## config.mk

```make
export PLATFORM = sky130hd
export DESIGN_NAME = ellipse_band_rect_generator
export DESIGN_NICKNAME = d
export VERILOG_FILES = /design/src/sv/ebrg_pkg.sv /design/src/sv/ebrg_ctrl.sv /design/src/sv/ebrg_dp.sv /design/src/sv/ellipse_band_rect_generator.sv
export SDC_FILE = /design/constraint.sdc
export NUM_CORES = 1
export LEC_CHECK = 0
export ABC_AREA = 1
export BUFFER_PORTS_ARGS = -buffer_cell sky130_fd_sc_hd__buf_4
export CELL_PAD_IN_SITES_DETAIL_PLACEMENT = 2
export CELL_PAD_IN_SITES_GLOBAL_PLACEMENT = 2
export CORE_ASPECT_RATIO = 1.2
export CORE_MARGIN = 5
export CORE_UTILIZATION = 33
export DETAILED_ROUTE_END_ITERATION = 16
export MAX_ROUTING_LAYER = met4
export PLACE_DENSITY_LB_ADDON = 0.2
export SLEW_MARGIN = 20
export SYNTH_ARGS = -nofsm -noshare
export SYNTH_HDL_FRONTEND = slang
export SYNTH_SLANG_ARGS = --single-unit
```

## constraint.sdc

```tcl
create_clock -name clk -period 7.92 [get_ports clk]
set_clock_uncertainty 0.15 [all_clocks]
set_input_delay 0.396 -clock clk [delete_from_list [all_inputs] [get_ports clk]]
set_output_delay 0.396 -clock clk [all_outputs]
set_load 0.1 [all_outputs]
```

## src/sv/ebrg_pkg.sv

```systemverilog
// ----------------------------------------------------------------------------
// ebrg_pkg
// Shared widths, register and field codes, control structs and clip helper
// for the ellipse band rectangle generator.
// ----------------------------------------------------------------------------
package ebrg_pkg;

  localparam int RAD_W      = 6;   // radius field width
  localparam int COORD_W    = 10;  // screen coordinate width
  localparam int POS_W      = 13;  // signed working width for edges
  localparam int DY_W       = 9;   // signed band row offset
  localparam int SQ_W       = 2 * RAD_W;
  localparam int RHS_W      = 4 * RAD_W;
  localparam int COLOR_W    = 16;
  localparam int SLOT_W     = 6;
  localparam int FIELD_W    = 11;

  localparam int IN_DATA_W  = 72;
  localparam int IN_USER_W  = 2;
  localparam int OUT_DATA_W = 64;
  localparam int OUT_USER_W = 1;
  localparam int CFG_IDX_W  = 1;

  // s_tuser bit positions
  localparam int USER_OPCODE   = 0;
  localparam int USER_NEW_LIST = 1;

  localparam logic OP_RECT    = 1'b0;
  localparam logic OP_ELLIPSE = 1'b1;

  localparam logic [CFG_IDX_W-1:0] REG_SCREEN_WIDTH  = 1'd0;
  localparam logic [CFG_IDX_W-1:0] REG_SCREEN_HEIGHT = 1'd1;

  localparam logic [COORD_W-1:0] SCREEN_RESET = 10'd240;

  typedef struct packed {
    logic load;       // input transfer
    logic init;       // radius squares, first band offset
    logic band_diff;  // ry^2 - dy^2
    logic band_rhs;   // rx^2 * (ry^2 - dy^2), search reset
    logic srch_sq;    // candidate squared
    logic srch_cmp;   // compare, keep bit
    logic geom;       // band edges
    logic emit;       // load output register, step band
  } ebrg_cmd_t;

  typedef struct packed {
    logic is_rect;
    logic is_null;
    logic band_last;
    logic srch_done;
    logic out_free;
  } ebrg_status_t;

  function automatic logic [COORD_W-1:0] clip_coord(input logic signed [POS_W-1:0] v,
                                                    input logic [COORD_W-1:0] hi);
    logic signed [POS_W-1:0] hi_s;
    hi_s = signed'({{(POS_W-COORD_W){1'b0}}, hi});
    if (v < 0) begin
      return '0;
    end else if (v > hi_s) begin
      return hi;
    end else begin
      return v[COORD_W-1:0];
    end
  endfunction

endpackage

```

## src/sv/ebrg_ctrl.sv

```systemverilog
// ----------------------------------------------------------------------------
// ebrg_ctrl
// Sequencer: walks each command through setup, per-band half-width search
// (ellipses only) and output, one result at a time.
// ----------------------------------------------------------------------------
module ebrg_ctrl (
  input  logic                  clk,
  input  logic                  rst,
  input  logic                  s_tvalid,
  output logic                  s_tready,
  input  ebrg_pkg::ebrg_status_t status,
  output ebrg_pkg::ebrg_cmd_t    cmd
);
  import ebrg_pkg::*;

  localparam logic [2:0] S_IDLE = 3'd0;
  localparam logic [2:0] S_INIT = 3'd1;
  localparam logic [2:0] S_DIFF = 3'd2;
  localparam logic [2:0] S_RHS  = 3'd3;
  localparam logic [2:0] S_SQ   = 3'd4;
  localparam logic [2:0] S_CMP  = 3'd5;
  localparam logic [2:0] S_GEOM = 3'd6;
  localparam logic [2:0] S_EMIT = 3'd7;

  logic [2:0] state;
  logic [2:0] state_next;

  assign s_tready = (state == S_IDLE);

  always_comb begin
    state_next = state;
    cmd        = '0;
    unique case (state)
      S_IDLE: begin
        if (s_tvalid) begin
          cmd.load   = 1'b1;
          state_next = S_INIT;
        end
      end
      S_INIT: begin
        cmd.init   = 1'b1;
        state_next = (status.is_rect || status.is_null) ? S_EMIT : S_DIFF;
      end
      S_DIFF: begin
        cmd.band_diff = 1'b1;
        state_next    = S_RHS;
      end
      S_RHS: begin
        cmd.band_rhs = 1'b1;
        state_next   = S_SQ;
      end
      S_SQ: begin
        cmd.srch_sq = 1'b1;
        state_next  = S_CMP;
      end
      S_CMP: begin
        cmd.srch_cmp = 1'b1;
        state_next   = status.srch_done ? S_GEOM : S_SQ;
      end
      S_GEOM: begin
        cmd.geom   = 1'b1;
        state_next = S_EMIT;
      end
      S_EMIT: begin
        if (status.out_free) begin
          cmd.emit = 1'b1;
          if (status.is_rect || status.is_null || status.band_last) begin
            state_next = S_IDLE;
          end else begin
            state_next = S_DIFF;
          end
        end
      end
      default: state_next = S_IDLE;
    endcase
  end

  always_ff @(posedge clk) begin
    if (rst) begin
      state <= S_IDLE;
    end else begin
      state <= state_next;
    end
  end

endmodule

```

## src/sv/ebrg_dp.sv

```systemverilog
// ----------------------------------------------------------------------------
// ebrg_dp
// Datapath: config registers, command capture, bitwise band half-width
// search (square, then compare), clipping, slot counter and output register.
// ----------------------------------------------------------------------------
module ebrg_dp #(
  parameter int MAX_RECTS  = 64,
  parameter int BAND_ROWS  = 2,
  parameter int MAX_RADIUS = 63
) (
  input  logic                               clk,
  input  logic                               rst,
  input  ebrg_pkg::ebrg_cmd_t                cmd,
  output ebrg_pkg::ebrg_status_t             status,
  input  logic [ebrg_pkg::IN_DATA_W-1:0]     s_tdata,
  input  logic [ebrg_pkg::IN_USER_W-1:0]     s_tuser,
  input  logic                               cfg_wr,
  input  logic [ebrg_pkg::CFG_IDX_W-1:0]     cfg_index,
  input  logic [ebrg_pkg::COORD_W-1:0]       cfg_data,
  output logic                               m_tvalid,
  input  logic                               m_tready,
  output logic [ebrg_pkg::OUT_DATA_W-1:0]    m_tdata,
  output logic [ebrg_pkg::OUT_USER_W-1:0]    m_tuser,
  output logic                               m_tlast
);
  import ebrg_pkg::*;

  localparam int CNT_W  = $clog2(MAX_RECTS + 1);
  localparam int BIT_W  = $clog2(RAD_W);
  localparam int PAD_W  = OUT_DATA_W - 4 * COORD_W - COLOR_W - SLOT_W;

  // config
  logic [COORD_W-1:0] screen_w;
  logic [COORD_W-1:0] screen_h;

  // captured command
  logic                      is_rect;
  logic                      is_null;
  logic signed [POS_W-1:0]   px;
  logic signed [POS_W-1:0]   py;
  logic [RAD_W-1:0]          rx;
  logic [RAD_W-1:0]          ry;
  logic [COLOR_W-1:0]        color;

  // search state
  logic [SQ_W-1:0]           rx2;
  logic [SQ_W-1:0]           ry2;
  logic signed [DY_W-1:0]    dy;
  logic [SQ_W-1:0]           diff;
  logic [RHS_W-1:0]          rhs;
  logic [SQ_W-1:0]           sq;
  logic [RAD_W-1:0]          hw;
  logic [BIT_W-1:0]          bit_idx;

  // current rectangle edges
  logic signed [POS_W-1:0]   x_lo;
  logic signed [POS_W-1:0]   x_hi;
  logic signed [POS_W-1:0]   y_lo;
  logic signed [POS_W-1:0]   y_hi;

  logic [CNT_W-1:0]          entry_count;

  // input field unpack
  logic signed [FIELD_W-1:0] in_px, in_py, in_w, in_h;
  logic [RAD_W-1:0]          in_rx, in_ry, rx_sat, ry_sat;
  logic [COLOR_W-1:0]        in_color;
  logic                      in_ellipse;

  assign in_px      = s_tdata[FIELD_W-1:0];
  assign in_py      = s_tdata[2*FIELD_W-1:FIELD_W];
  assign in_w       = s_tdata[3*FIELD_W-1:2*FIELD_W];
  assign in_h       = s_tdata[4*FIELD_W-1:3*FIELD_W];
  assign in_rx      = s_tdata[4*FIELD_W+RAD_W-1:4*FIELD_W];
  assign in_ry      = s_tdata[4*FIELD_W+2*RAD_W-1:4*FIELD_W+RAD_W];
  assign in_color   = s_tdata[4*FIELD_W+2*RAD_W+COLOR_W-1:4*FIELD_W+2*RAD_W];
  assign in_ellipse = (s_tuser[USER_OPCODE] == OP_ELLIPSE);

  assign rx_sat = (in_rx > RAD_W'(MAX_RADIUS)) ? RAD_W'(MAX_RADIUS) : in_rx;
  assign ry_sat = (in_ry > RAD_W'(MAX_RADIUS)) ? RAD_W'(MAX_RADIUS) : in_ry;

  // band arithmetic
  logic signed [DY_W-1:0]  ry_s;
  logic signed [DY_W-1:0]  dy_abs;
  logic [SQ_W-1:0]         dsq;
  logic [RAD_W-1:0]        cand;
  logic [RHS_W-1:0]        lhs;
  logic                    band_last;

  assign ry_s      = signed'(DY_W'(ry));
  assign dy_abs    = (dy < 0) ? -dy : dy;
  assign dsq       = dy_abs[RAD_W-1:0] * dy_abs[RAD_W-1:0];
  assign cand      = hw | (RAD_W'(1) << bit_idx);
  assign lhs       = RHS_W'(sq) * RHS_W'(ry2);
  assign band_last = (dy + DY_W'(BAND_ROWS)) > ry_s;

  // clip and store decision
  logic [COORD_W-1:0] x1, x2, y1, y2;
  logic               ok;
  logic               res_last;

  assign x1 = clip_coord(x_lo, screen_w);
  assign x2 = clip_coord(x_hi, screen_w);
  assign y1 = clip_coord(y_lo, screen_h);
  assign y2 = clip_coord(y_hi, screen_h);
  assign ok = !is_null && (x2 > x1) && (y2 > y1) && (entry_count < CNT_W'(MAX_RECTS));
  assign res_last = is_rect || is_null || band_last;

  assign status.is_rect   = is_rect;
  assign status.is_null   = is_null;
  assign status.band_last = band_last;
  assign status.srch_done = (bit_idx == '0);
  assign status.out_free  = !m_tvalid || m_tready;

  // control registers
  always_ff @(posedge clk) begin
    if (rst) begin
      screen_w    <= SCREEN_RESET;
      screen_h    <= SCREEN_RESET;
      entry_count <= '0;
      m_tvalid    <= 1'b0;
    end else begin
      if (cfg_wr) begin
        unique case (cfg_index)
          REG_SCREEN_WIDTH:  screen_w <= cfg_data;
          REG_SCREEN_HEIGHT: screen_h <= cfg_data;
          default: ;
        endcase
      end
      if (cmd.load && s_tuser[USER_NEW_LIST]) begin
        entry_count <= '0;
      end else if (cmd.emit && ok) begin
        entry_count <= entry_count + CNT_W'(1);
      end
      if (cmd.emit) begin
        m_tvalid <= 1'b1;
      end else if (m_tready) begin
        m_tvalid <= 1'b0;
      end
    end
  end

  // payload registers
  always_ff @(posedge clk) begin
    if (cmd.load) begin
      is_rect <= !in_ellipse;
      is_null <= in_ellipse && (rx_sat == '0 || ry_sat == '0);
      px      <= POS_W'(in_px);
      py      <= POS_W'(in_py);
      rx      <= rx_sat;
      ry      <= ry_sat;
      color   <= in_color;
      x_lo    <= POS_W'(in_px);
      y_lo    <= POS_W'(in_py);
      x_hi    <= POS_W'(in_px) + POS_W'(in_w);
      y_hi    <= POS_W'(in_py) + POS_W'(in_h);
    end
    if (cmd.init) begin
      rx2 <= rx * rx;
      ry2 <= ry * ry;
      dy  <= -ry_s;
    end
    if (cmd.band_diff) begin
      diff <= ry2 - dsq;
    end
    if (cmd.band_rhs) begin
      rhs     <= RHS_W'(rx2) * RHS_W'(diff);
      hw      <= '0;
      bit_idx <= BIT_W'(RAD_W - 1);
    end
    if (cmd.srch_sq) begin
      sq <= cand * cand;
    end
    if (cmd.srch_cmp) begin
      if (lhs <= rhs) begin
        hw <= cand;
      end
      if (bit_idx != '0) begin
        bit_idx <= bit_idx - BIT_W'(1);
      end
    end
    if (cmd.geom) begin
      x_lo <= px - POS_W'(hw);
      x_hi <= px + POS_W'(hw) + POS_W'(1);
      y_lo <= py + POS_W'(dy);
      y_hi <= band_last ? (py + POS_W'(ry_s) + POS_W'(1))
                        : (py + POS_W'(dy) + POS_W'(BAND_ROWS));
    end
    if (cmd.emit) begin
      dy      <= dy + DY_W'(BAND_ROWS);
      m_tuser <= ok;
      m_tlast <= res_last;
      if (ok) begin
        m_tdata <= {{PAD_W{1'b0}}, entry_count[SLOT_W-1:0], color,
                    y2 - y1, x2 - x1, y1, x1};
      end else begin
        m_tdata <= {{PAD_W{1'b0}}, {SLOT_W{1'b0}}, color, {(4*COORD_W){1'b0}}};
      end
    end
  end

endmodule

```

## src/sv/ellipse_band_rect_generator.sv

```systemverilog
// ----------------------------------------------------------------------------
// ellipse_band_rect_generator
// Display-list builder: clips rectangles, cuts filled ellipses into bands.
// ----------------------------------------------------------------------------
// Rectangle or null ellipse: one result, output after the init state.
// Ellipse: one result per band; emit waits for a free output register. Per band:
//   setup (diff, rhs), a 6-bit half-width search, square then compare per bit,
//   through one squarer and one compare multiplier, edge calc and output load.
// One command at a time; the next input is taken once the last result sits
// in the output register. Reset: screen 240x240, slot counter 0, idle.
module ellipse_band_rect_generator #(
  parameter int MAX_RECTS  = 64,
  parameter int BAND_ROWS  = 2,
  parameter int MAX_RADIUS = 63
) (
  input  logic                             clk,
  input  logic                             rst,
  input  logic                             s_tvalid,
  output logic                             s_tready,
  // pos_x, pos_y, size_w, size_h, radius_x, radius_y, fill_color
  input  logic [ebrg_pkg::IN_DATA_W-1:0]   s_tdata,
  // opcode, new_list
  input  logic [ebrg_pkg::IN_USER_W-1:0]   s_tuser,
  input  logic                             cfg_valid,
  output logic                             cfg_ready,
  input  logic [ebrg_pkg::CFG_IDX_W-1:0]   cfg_index,
  input  logic [ebrg_pkg::COORD_W-1:0]     cfg_data,
  output logic                             m_tvalid,
  input  logic                             m_tready,
  // rect_x, rect_y, rect_w, rect_h, rect_color, slot, 2 zero bits
  output logic [ebrg_pkg::OUT_DATA_W-1:0]  m_tdata,
  // drawn
  output logic [ebrg_pkg::OUT_USER_W-1:0]  m_tuser,
  output logic                             m_tlast
);
  import ebrg_pkg::*;

  ebrg_cmd_t    cmd;
  ebrg_status_t status;

  assign cfg_ready = 1'b1;

  ebrg_ctrl u_ctrl (
    .clk      (clk),
    .rst      (rst),
    .s_tvalid (s_tvalid),
    .s_tready (s_tready),
    .status   (status),
    .cmd      (cmd)
  );

  ebrg_dp #(
    .MAX_RECTS  (MAX_RECTS),
    .BAND_ROWS  (BAND_ROWS),
    .MAX_RADIUS (MAX_RADIUS)
  ) u_dp (
    .clk       (clk),
    .rst       (rst),
    .cmd       (cmd),
    .status    (status),
    .s_tdata   (s_tdata),
    .s_tuser   (s_tuser),
    .cfg_wr    (cfg_valid && cfg_ready),
    .cfg_index (cfg_index),
    .cfg_data  (cfg_data),
    .m_tvalid  (m_tvalid),
    .m_tready  (m_tready),
    .m_tdata   (m_tdata),
    .m_tuser   (m_tuser),
    .m_tlast   (m_tlast)
  );

  // a stored rectangle is never degenerate
  a_drawn_nonempty: assert property (@(posedge clk) disable iff (rst)
    m_tvalid && m_tuser[0] |-> (m_tdata[29:20] != '0) && (m_tdata[39:30] != '0))
    else $error("drawn rectangle with zero size");

  // a result that is not stored carries only its color
  a_undrawn_zero: assert property (@(posedge clk) disable iff (rst)
    m_tvalid && !m_tuser[0] |-> (m_tdata[39:0] == '0) && (m_tdata[61:56] == '0))
    else $error("undrawn result with nonzero geometry or slot");

  // output register only loaded when free
  a_emit_free: assert property (@(posedge clk) disable iff (rst)
    cmd.emit |-> (!m_tvalid || m_tready))
    else $error("result overwritten before transfer");

  // an accepted command keeps the block busy, so input is not taken twice in a row
  a_busy_after_accept: assert property (@(posedge clk) disable iff (rst)
    s_tvalid && s_tready |=> !s_tready)
    else $error("input taken twice in a row");

endmodule

```

# Word level (Yosys, flattened, before mapping)
# Cells that the tools add are included.
[word_totals]
inputBits = 90
output_inout_bits = 69
ff_bits = 291
[op_classes]
n_shift = 1
bitwise = 2
n_lt_le_gt_ge = 16
mul = 6
eq_ne = 9
n_reduce_logical = 25
n_mux = 46
add_sub_neg = 17
[op_table]
columns = ["cell", "count"]
rows = [
  ["2-to-1 mux 13 bit", 9],
  ["2-to-1 mux 10 bit", 8],
  ["> comparator 13 x 11 -> 1 bit", 4],
  ["less-than comparator 13 x 1 -> 1 bit (second input constant)", 4],
  ["multiplier 12 x 12 -> 24 bit", 2],
  ["multiplier 6 x 6 -> 12 bit", 4],
  ["2-to-1 mux 6 bit", 6],
  ["adder 11 x 11 -> 12 bit", 2],
  ["adder 11 x 7 -> 12 bit", 2],
  ["less-or-equal comparator 24 bit", 1],
  ["case mux 3 bit (8 select lines)", 1],
  ["> comparator 10 bit", 2],
  ["subtractor 10 bit", 2],
  ["2-to-1 mux 3 bit", 6],
  ["2-to-1 mux 9 bit", 2],
  ["adder 13 x 1 -> 13 bit (second input constant)", 1],
  ["adder 13 x 2 -> 13 bit (second input constant)", 1],
  ["adder 13 x 3 -> 13 bit (second input constant)", 1],
  ["adder 11 x 9 -> 12 bit", 1],
  ["== test 3 bit (second input constant)", 4],
  ["> comparator 6 bit (second input constant)", 2],
  ["zero test 6 bit", 2],
  ["2-to-1 mux 1 bit", 12],
  ["subtractor 11 x 7 -> 12 bit", 1],
  ["24 further kinds", 42],
]

# Longest topological paths before layout
# Gate-level depths: netlist of run 1.
[logic_depth]
word_depth = 8
mapped_depth = 32

# Cells and area by module
# A second synthesis of run 1 with hierarchy kept.
[hier_totals]
hier_cells = 3412
area_unflattened_um2 = 28477.3
[modules_own_cells]
columns = ["module", "instances", "cells_per_inst", "area_per_inst_um2"]
rows = [
  ["ebrg_dp", 1, 3367, 28200.8],
  ["ebrg_ctrl", 1, 43, 265.3],
  ["ellipse_band_rect_generator", 1, 2, 11.3],
]

# Worst setup path after synthesis of run 1
# No wires, ideal clock.
[synth_timing]
kind = "flip-flop to flip-flop"
start = "register u_dp.ry2[8]"
end = "register u_dp.hw[1]"
n_path_buf = 1
t_arrival_ns = 5.733
path_slack_ns = 1.979
setup_time_ns = 0.058
stages_incl_launch_ff = 28
path_cell_list = "edfxtp_1 -> clkbuf_1 -> nand2_1 -> fa_1 -> inv_1 -> fa_1 -> fa_1 -> fa_1 -> inv_1 -> fa_1 -> inv_1 -> ha_1 -> nand2_1 -> nor2_1 -> nand4_1 -> o21ai_0 -> a41oi_1 -> xor2_1 -> ha_1 -> nand2_1 -> inv_1 -> nand3_1 -> nor3_1 -> and3_1 -> nand4_1 -> nand2_1 -> nand2_1 -> nand2_1"
[synth_via]
elab_chain_len = 4
[synth_rtl]
columns = ["element", "line_no", "source"]
rows = [
  ["start, declared", "ebrg_dp.sv:47", "logic [SQ_W-1:0] ry2;"],
  ["start signal, assigned", "ebrg_dp.sv:159", "ry2 <= ry * ry;"],
  ["multiplier 12 x 12 -> 24 bit", "ebrg_dp.sv:93", "assign lhs = RHS_W'(sq) * RHS_W'(ry2);"],
  ["less-or-equal comparator 24 bit", "ebrg_dp.sv:174", "if (lhs <= rhs) begin"],
  ["2-to-1 mux 6 bit", "ebrg_dp.sv:174", ""],
  ["2-to-1 mux 6 bit", "ebrg_dp.sv:173", "if (cmd.srch_cmp) begin"],
  ["end signal, assigned", "ebrg_dp.sv:175", "hw <= cand;"],
  ["end, declared", "ebrg_dp.sv:52", "logic [RAD_W-1:0] hw;"],
]
# No other way between the ends.
# A chain may end at the register's enable or synchronous reset.

# Worst setup path after layout of run 1
[layout_timing]
start = "register u_dp.ry2[5]"
end = "register u_dp.hw[4]"
# Same word-level chain as after synthesis.

==> results.yml, run 1 <==
outcome:
  run_status: "complete, no violations"
global_route:
  overflow: 0
  grt_pass1_wl_um: 151000
  grtUsageTotal_pct: 20.7
  grt_pass1_vias: 27500
  grt_max_degree: 74
  antenna_found_initial: 1
floorplanning:
  core_sq_mm: 0.0880
  io_pins: 159
  initial_core_util_pct: 33.3
  die_w_um: 282
  die_area_sq_mm: 0.0949
  rows: 119
  die_h_um: 336
yosys:
  synth.top_cells.by_count: "803 x nand2_1, 763 x inv_1, 349 x ha_1"
  yosys.area.top_type: "edfxtp_1"
  yosysSeqAreaShare_pct: 27.7
  yosysMostFrequentCell: "nand2_1"
  synth.top_cells.by_area: "edfxtp_1 25%, fa_1 15%, ha_1 15%"
  synth_edf_count: 244
  yosys.area.top_type_share_pct: 25.0
  async_reset_ff_share_pct: 0
  synth_warnings: 0
  ys_types: 55
  postSynthAreaPerCell_sq_um: 8.18
  synth_flop_cell: "edfxtp_1"
  syn_area_sq_mm: 0.0293
  synthCells: 3584
  ys_ff_latch: 284
cells_and_area:
  num_antenna_cells: 0
  nets: 4427
  seq_area_sq_mm: 0.00813
  multi_input_area_sq_mm: 0.0179
  syn_to_final_growth_pct: 14.1
  nFillCells: 9963
  drive_gt1_share_pct: 7.60
clock_network:
  cts_setup_buffers: 0
  clock-sinks: 284
  path_clk_slew_ps: 60
  cts-root-buf: "clkbuf_16"
  ctsResizeCount: 0
  clk_latency_ps: 580
  cts_buffer_depth: 3
  cts_buffers: 37
  cts_tree: "done"
  htreeDepth: 2
placed_design:
  portBuffers: 155
  hpwl_um: 78600
  place.gp.congestion: 0.837
detailed_routing:
  wl_um: 94900
  first_iter_violations: 657
  drc_errors: 0
  avgViaCountPerCell: 4.89
  vias: 24100
  antenna_left: 0
  wl_per_cell_um: 19.2
  first_pass_iters: 4
setup_path:
  worstSetupPathType: "reg -> reg"
  critPathMaxFanout: 12
  critPathRequiredTime_ps: 8290
  end_kind: "register"
  cp_data_arrival_time_ps: 7140
  setup.worst_path.start_class: "register"
sta:
  drv_slew: 0
  period_needed_ps: 6770
  finalHoldViolCount: 0
  setup_viol: 0
  setup_tns_ps: 0
  min_period_over_period_pct: 85.5
  rsz0062_at_grt: "no"
  max_freq_ghz: 0.148
  maxSlewHeadroom_pct: 28.7
  worst_slew_pin_slew_ps: 1060
flow_run:
  maxCapViolations: 0
hold_path:
  min_path_type: "in -> reg"
registers in the layout, indices dropped and copies added (netlist names), 3 cells and up:
name / cells
u_dp.color: 16
u_dp.y_hi: 13
u_dp.x_hi: 13
u_dp.ry: 6
u_dp.y_lo: 12
u_dp.rx: 6
u_dp.py: 11
u_dp.dy: 9
u_dp.sq: 11
u_dp.x_lo: 12
u_dp.px: 11
u_dp.bit_idx: 3
u_dp.rhs: 24
u_ctrl.state: 3
u_dp.entry_count: 7
u_dp.m_tdata: 62
u_dp.hw: 6
u_dp.diff: 12
u_dp.screen_w: 10
u_dp.rx2: 11
u_dp.screen_h: 10
u_dp.ry2: 11
worst max-delay path, stage by stage, from the launching register on:
cell	delay [ps]
edfxtp_1	740
nand2_1	180
fa_1	540
fa_1	530
inv_1	40
ha_1	310
fa_1	540
inv_1	60
fa_1	540
inv_1	50
ha_1	350
a21o_1	210
a21oi_1	210
o21ai_2	110
a21oi_1	290
o21bai_1	150
nand2_1	120
nand2_1	60
nand2_1	70
nand2_1	50
ha_1	300
nand3_1	80
nor3_1	260
and3_1	210
nand4_1	80
nand2_1	310
nand2_1	90
nand2_1	60
cells by family (layout without fill, tap and decap cells):
logic type | count (synthesis) | in the layout | share of synthesized area (%)
buf+inv | 877 | 1069 | 11.4
fa+ha+maj | 574 | 574 | 30.3
simple gates | 1296 | 1296 | 18.8
xor+xnor | 118 | 118 | 3.60
compound gates | 433 | 433 | 8.22
other cells | 2 | 15 | 0.0256
flops | 284 | 284 | 27.7
routing by layer:
metal	GRT usage [%]	up-vias	wire (um)
met1	23.8	12100	39600
met4	5.06	0	2510
met5	-	-	0
li1	-	11700	-
met3	2.10	109	2120
met2	38.8	242	50700
final timing paths:
path / start / end / slack, ps / depth (start not counted)
setup / recovery: u_dp.ry2[5] / u_dp.hw[4] / 1150 / 27
hold / removal: cfg_data[1] / u_dp.screen_w[1] / 20 / 3
setup reg to reg: u_dp.ry2[5] / u_dp.hw[4] / 1150 / 27
hold reg to reg: u_dp.color[12] / u_dp.m_tdata[52] / 270 / 0
cell usage in the layout (no fill, tap or decap), types with 9 or more instances in the layout:
cell	count
a21oi_1	194
nand4_1	64
nand3_2	9
edfxtp_1	244
dlygate4sd3_1	60
clkbuf_16	39
nand2_1	802
nand2_2	10
o21ai_0	131
conb_1	15
fa_1	225
ha_1	349
o31ai_1	13
o211ai_1	15
xor2_1	85
dfxtp_1	40
nor2_2	16
xnor2_1	30
nor2_1	178
buf_4	165
o21bai_1	18
o21ai_1	17
inv_2	12
inv_1	763
nand3_1	157
nor3_1	24
nand3b_1	9
through the flow:
step | instances | util, % | area, sq um | hold slack, ps | setup WS (ps)
final | 4938 | 38.0 | 33400 | 21.1 | 1150
after global routing | 4938 | 38.0 | 33400 | 42.5 | 623
after CTS | 4938 | 38.0 | 33400 | 7.04 | 1090
after detailed placement | 4813 | 36.0 | 31600 | 256 | 1080
after global placement | 4813 | 36.0 | 31600 | 251 | 1270
after floorplan | 3597 | - | 29300 | 250 | 1980
final cells by class:
class | instances | area share [%]
Inverter | 778 | 8.74
Tap cell | 1149 | 4.30
Clock buffer | 47 | 3.01
Multi-Input combinational cell | 2436 | 53.6
Sequential cell | 284 | 24.3
Clock inverter | 18 | 0.524
Timing Repair Buffer | 226 | 5.54
repair_timing:
item                                    4_1_cts  5_1_grt
hold endpoints to repair                     76        0
endpoints found under the setup margin        0        0
hold buffers                                 60        0
Power of run 1 is left out: the tool's default activity adds up to more than one toggle a clock period on the data nets, which glitch-free logic cannot reach.
==> run 2: changes to the inputs <==
--- a/config.mk
+++ b/config.mk
@@ -13,6 +13,7 @@
 export CORE_MARGIN = 5
 export CORE_UTILIZATION = 33
 export DETAILED_ROUTE_END_ITERATION = 16
+export GPL_TIMING_DRIVEN = 0
 export MAX_ROUTING_LAYER = met4
 export PLACE_DENSITY_LB_ADDON = 0.2
 export SLEW_MARGIN = 20
==> results.yml, run 2 (synthesis gave the netlist of run 1 again) <==
detailed_routing:
  first_iter_violations: 826
  first_pass_iters: 5
  antenna_left: 0
  wl_um: 99500
  vias: 24700
  wl_per_cell_um: 19.8
  avgViaCountPerCell: 4.91
  drc_errors: 0
floorplanning:
  die_h_um: 336
  die_w_um: 282
  die_area_sq_mm: 0.0949
  core_sq_mm: 0.0880
  initial_core_util_pct: 33.3
  rows: 119
  io_pins: 159
setup_path:
  setup.worst_path.start_class: "register"
  critPathMaxFanout: 10
  critPathRequiredTime_ps: 8290
  crit_family: "adder cells"
  end_kind: "register"
  crit_top_cell: "nand2_1"
  critPathBufInv: 5
  critPathMaxStageDelay_ps: 550
  cp_slowest_cell: "fa_1"
  cp_data_arrival_time_ps: 7810
  worstSetupPathType: "reg -> reg"
clock_network:
  cts_buffers: 39
  clock-sinks: 284
  cts_tree: "done"
  htreeDepth: 2
  clk_latency_ps: 600
  cts-root-buf: "clkbuf_16"
  cts_setup_buffers: 0
  path_clk_slew_ps: 70
  cts_buffer_depth: 3
cells_and_area:
  nets: 4521
  multi_input_area_sq_mm: 0.0179
  largest_register_ff_count: 62
  nFillCells: 10100
  largestRegisters: "u_dp.m_tdata (62), u_dp.rhs (24), u_dp.color (16)"
  largest-register: "u_dp.m_tdata"
  seq_area_sq_mm: 0.00813
  final_common_cell: "nand2_1"
  drive_gt1_share_pct: 7.95
  num_antenna_cells: 0
  syn_to_final_growth_pct: 15.8
  most-common-layout-cells: "802 x nand2_1, 763 x inv_1, 349 x ha_1"
global_route:
  grt_pass1_vias: 28200
  grtUsageTotal_pct: 21.7
  antenna_found_initial: 0
  overflow: 0
  grt_max_degree: 74
  grt_pass1_wl_um: 156000
outcome:
  run_status: "complete, no violations"
sta:
  worst_slew_pin_slew_ps: 989
  finalHoldViolCount: 0
  setup_tns_ps: 0
  setup_viol: 0
  period_needed_ps: 7440
  max_freq_ghz: 0.134
  rsz0062_at_grt: "no"
  min_period_over_period_pct: 93.9
  drv_slew: 0
  maxSlewHeadroom_pct: 33.6
placed_design:
  hpwl_um: 82200
  place.gp.congestion: 0.838
  portBuffers: 155
hold_path:
  min_path_type: "in -> reg"
flow_run:
  maxCapViolations: 0
==> run 2: changes by cell type in the layout (fill, tap and decap cells not counted), moves of 2 or more <==
cell / delta
clkinvlp_4: +4
clkinv_4: +2
clkbuf_2: +3
buf_2: +11
clkinv_1: -2
buf_12: +2
clkbuf_1: +77
buf_4: -4
nor2_2: -2
==> run 2: through the flow <==
step	hold WS, ps	std cells	setup slack, ps	utilization (%)	cell area [sq um]
3_5_place_dp	255	4905	297	36.4	32100
5_1_grt	85.4	5036	36.6	38.6	33900
4_1_cts	27.4	5037	256	38.6	33900
2_1_floorplan	250	3597	1980	-	29300
3_3_place_gp	250	4901	255	36.3	31900
6_report	85.0	5036	480	38.6	33900
==> run 2: metal layers <==
metal / track usage [%] / wire [um] / vias up / part of all wire (%)
met5: - / 0 / - / 0
met4: 6.17 / 3210 / 0 / 3.2
met3: 2.18 / 2380 / 117 / 2.4
met2: 40.9 / 53300 / 245 / 54
met1: 24.3 / 40600 / 12400 / 41
li1: - / - / 11900 / -
==> run 2: area by class of cell <==
cell class                 count  share of cell area [%]
multi-input combinational   2436                    52.8
sequential                   284                    24.0
inverter                     778                    8.62
timing repair buffer         220                    5.45
tap                         1149                    4.24
clock buffer                  47                    3.03
buffer                        98                    1.21
clock inverter                24                   0.697
==> run 2: what timing repair did <==
| item | in CTS | in global routing |
|---|---|---|
| gates resized for setup | 0 | 6 |
| endpoints found under the hold margin | 76 | 0 |
| setup endpoints to repair | 0 | 6 |
| hold buffers | 61 | 0 |
==> run 2: worst register-to-register path: stages, from the launching register on <==
cell and delay (ps):
edfxtp_1 540, clkbuf_1 500, nand2_1 140, fa_1 510
inv_1 50, fa_1 460, fa_1 520, fa_1 550
inv_1 60, fa_1 530, inv_1 40, ha_1 380
nand2_1 90, nor2_1 150, nand4_1 100, o21ai_0 480
a41oi_1 240, xor2_1 200, ha_1 290, nand2_1 50
inv_1 70, nand3_1 100, nor3_1 300, and3_1 220
nand4_1 120, nand2_1 360, nand2_1 110, nand2_1 70
==> run 2: final timing paths <==
kind                   from                to  slack (ps)  cells past startpoint
max             u_dp.ry2[6]        u_dp.hw[0]         480                     27
max reg2reg     u_dp.ry2[6]        u_dp.hw[0]         480                     27
min reg2reg  u_dp.color[13]  u_dp.m_tdata[53]         270                      0
min             cfg_data[1]  u_dp.screen_h[1]          80                      3
Power of run 2 is left out for the same reason.
==> run 3: changes to the inputs <==
--- a/config.mk
+++ b/config.mk
@@ -5,8 +5,8 @@
 export SDC_FILE = /design/constraint.sdc
 export NUM_CORES = 1
 export LEC_CHECK = 0
-export ABC_AREA = 1
 export BUFFER_PORTS_ARGS = -buffer_cell sky130_fd_sc_hd__buf_4
+export CAP_MARGIN = 20
 export CELL_PAD_IN_SITES_DETAIL_PLACEMENT = 2
 export CELL_PAD_IN_SITES_GLOBAL_PLACEMENT = 2
 export CORE_ASPECT_RATIO = 1.2
@@ -16,6 +16,7 @@
 export GPL_TIMING_DRIVEN = 0
 export MAX_ROUTING_LAYER = met4
 export PLACE_DENSITY_LB_ADDON = 0.2
+export RECOVER_POWER = 25
 export SLEW_MARGIN = 20
 export SYNTH_ARGS = -nofsm -noshare
 export SYNTH_HDL_FRONTEND = slang
==> results.yml, run 3 <==
floorplanning:
  die_h_um: 330
  rows: 117
  io_pins: 159
  die_w_um: 277
  initial_core_util_pct: 33.2
  die_area_sq_mm: 0.0914
  core_sq_mm: 0.0848
setup_path:
  critPathBufInv: 4
  worstSetupPathType: "reg -> reg"
  crit_family: "adder cells"
  reg2reg_slack_ps: 450
  critPathMaxFanout: 10
  setup.worst_path.start_class: "register"
  crit_top_cell: "fa_1"
  critPathRequiredTime_ps: 8280
  cp_slowest_cell: "fa_1"
  cp_data_arrival_time_ps: 7830
  critPathMaxStageDelay_ps: 530
  end_kind: "register"
yosys:
  synth_edf_count: 244
  yosys.area.top_type_share_pct: 26.0
  postSynthAreaPerCell_sq_um: 9.60
  synth_flop_cell: "edfxtp_1"
  yosysMostFrequentCell: "inv_1"
  syn_area_sq_mm: 0.0282
  yosysSeqAreaShare_pct: 28.8
  async_reset_ff_share_pct: 0
  synth.top_cells.by_area: "edfxtp_1 26%, fa_1 16%, ha_1 15%"
  synthCells: 2937
  yosys.area.top_type: "edfxtp_1"
  ys_ff_latch: 284
  synth.top_cells.by_count: "419 x inv_1, 349 x ha_1, 291 x nand2_1"
  synth_warnings: 0
  ys_types: 83
global_route:
  overflow: 0
  grt_pass1_vias: 25900
  antenna_found_initial: 1
  grtUsageTotal_pct: 20.3
  grt_pass1_wl_um: 144000
  grt_max_degree: 73
cells_and_area:
  drive_gt1_share_pct: 6.80
  most-common-layout-cells: "418 x inv_1, 349 x ha_1, 291 x nand2_1"
  nFillCells: 9325
  final_common_cell: "inv_1"
  nets: 3875
  syn_to_final_growth_pct: 15.4
  largestRegisters: "u_dp.m_tdata (62), u_dp.rhs (24), u_dp.color (16)"
  largest-register: "u_dp.m_tdata"
  largest_register_ff_count: 62
  instances_no_fill: 4368
sta:
  min_period_over_period_pct: 94.4
  drv_slew: 0
  finalHoldViolCount: 0
  max_freq_ghz: 0.134
  setup_viol: 0
  rsz0062_at_grt: "no"
  worst_slew_pin_slew_ps: 1260
  period_needed_ps: 7470
  maxSlewHeadroom_pct: 16.7
hold_path:
  min_path_type: "in -> reg"
clock_network:
  htreeDepth: 2
  clock-sinks: 284
  cts_buffers: 35
  path_clk_slew_ps: 70
  cts-root-buf: "clkbuf_16"
  cts_buffer_depth: 3
  cts_tree: "done"
  clk_latency_ps: 560
detailed_routing:
  wl_um: 90500
  wl_per_cell_um: 20.7
  vias: 21700
  drc_errors: 0
  antenna_left: 0
  first_pass_iters: 5
  first_iter_violations: 699
  avgViaCountPerCell: 4.98
flow_run:
  maxCapViolations: 0
placed_design:
  hpwl_um: 74700
  portBuffers: 154
  place_inst: 4236
  place.gp.congestion: 0.867
outcome:
  run_status: "complete, no violations"
[run 3: cell type report]
class | instances | area [sq um] | share of cell area [%]
timing repair buffer | 225 | 1550 | 4.77
buffer | 108 | 498 | 1.53
multi-input combinational | 2134 | 18100 | 55.7
antenna | 1 | 2.50 | 0.00769
inverter | 423 | 1600 | 4.90
tap | 1130 | 1410 | 4.35
sequential | 284 | 8130 | 25.0
clock buffer | 40 | 926 | 2.85
clock inverter | 23 | 304 | 0.935
[run 3: repair_timing]
action,in CTS,in global routing
endpoints found under the hold margin,78,0
buffers inserted,2,6
setup endpoints to repair,6,6
pin swaps,1,2
resized for setup,11,29
hold buffers,61,0
[run 3: worst paths after layout]
check | from | end | depth (start not counted)
worst max-delay path | u_dp.ry2[3] | u_dp.hw[0] | 28
worst min-delay path | s_tdata[33] | u_dp.y_hi[0] | 4
worst max register to register | u_dp.ry2[3] | u_dp.hw[0] | 28
worst min register to register | u_dp.color[11] | u_dp.m_tdata[51] | 0
[run 3: kinds of logic (layout without fill, tap and decap cells)]
group                      after synthesis  in the layout  synth area share, %
AOI/OAI and AO/OA                      457            457                 10.5
xor gates and xnor gates               164            164                 5.12
adders and majority gates              574            574                 31.5
buffers and inverters                  532            819                 7.30
DFF                                    284            284                 28.8
muxes                                   40             40                 1.48
other                                    2             16               0.0266
and+or+nand+nor                        884            884                 15.3
[run 3: layer usage]
layer / wire [um] / vias up / share of wire (%) / GRT usage (%)
met4: 2800 / 0 / 3.1 / 5.74
met2: 50100 / 215 / 55 / 39.6
met1: 35400 / 11100 / 39 / 21.5
met3: 2110 / 111 / 2.3 / 2.42
li1: - / 10300 / - / -
met5: 0 / - / 0 / -
[run 3: through the flow]
step	cell area [sq um]	hold WS (ps)	TNS [ps]	setup WS (ps)	utilization [%]
after CTS	32700	73.0	0	3.34	38.6
after global routing	32500	115	0	1.24	38.4
final	32500	113	0	446	38.4
after global placement	30800	250	-1690	-316	36.3
after detailed placement	30900	265	-2140	-392	36.4
after floorplan	28200	250	0	1140	-
[run 3: worst reg2reg max path, delay by kind of cell (launching register included)]
family          cells  cell delay, ps
fa+ha+maj           7            3210
compound gates     10            2180
simple gates        6             860
flops               1             500
buf+inv             4             460
xor+xnor            1              80
Power of run 3 is left out for the same reason.
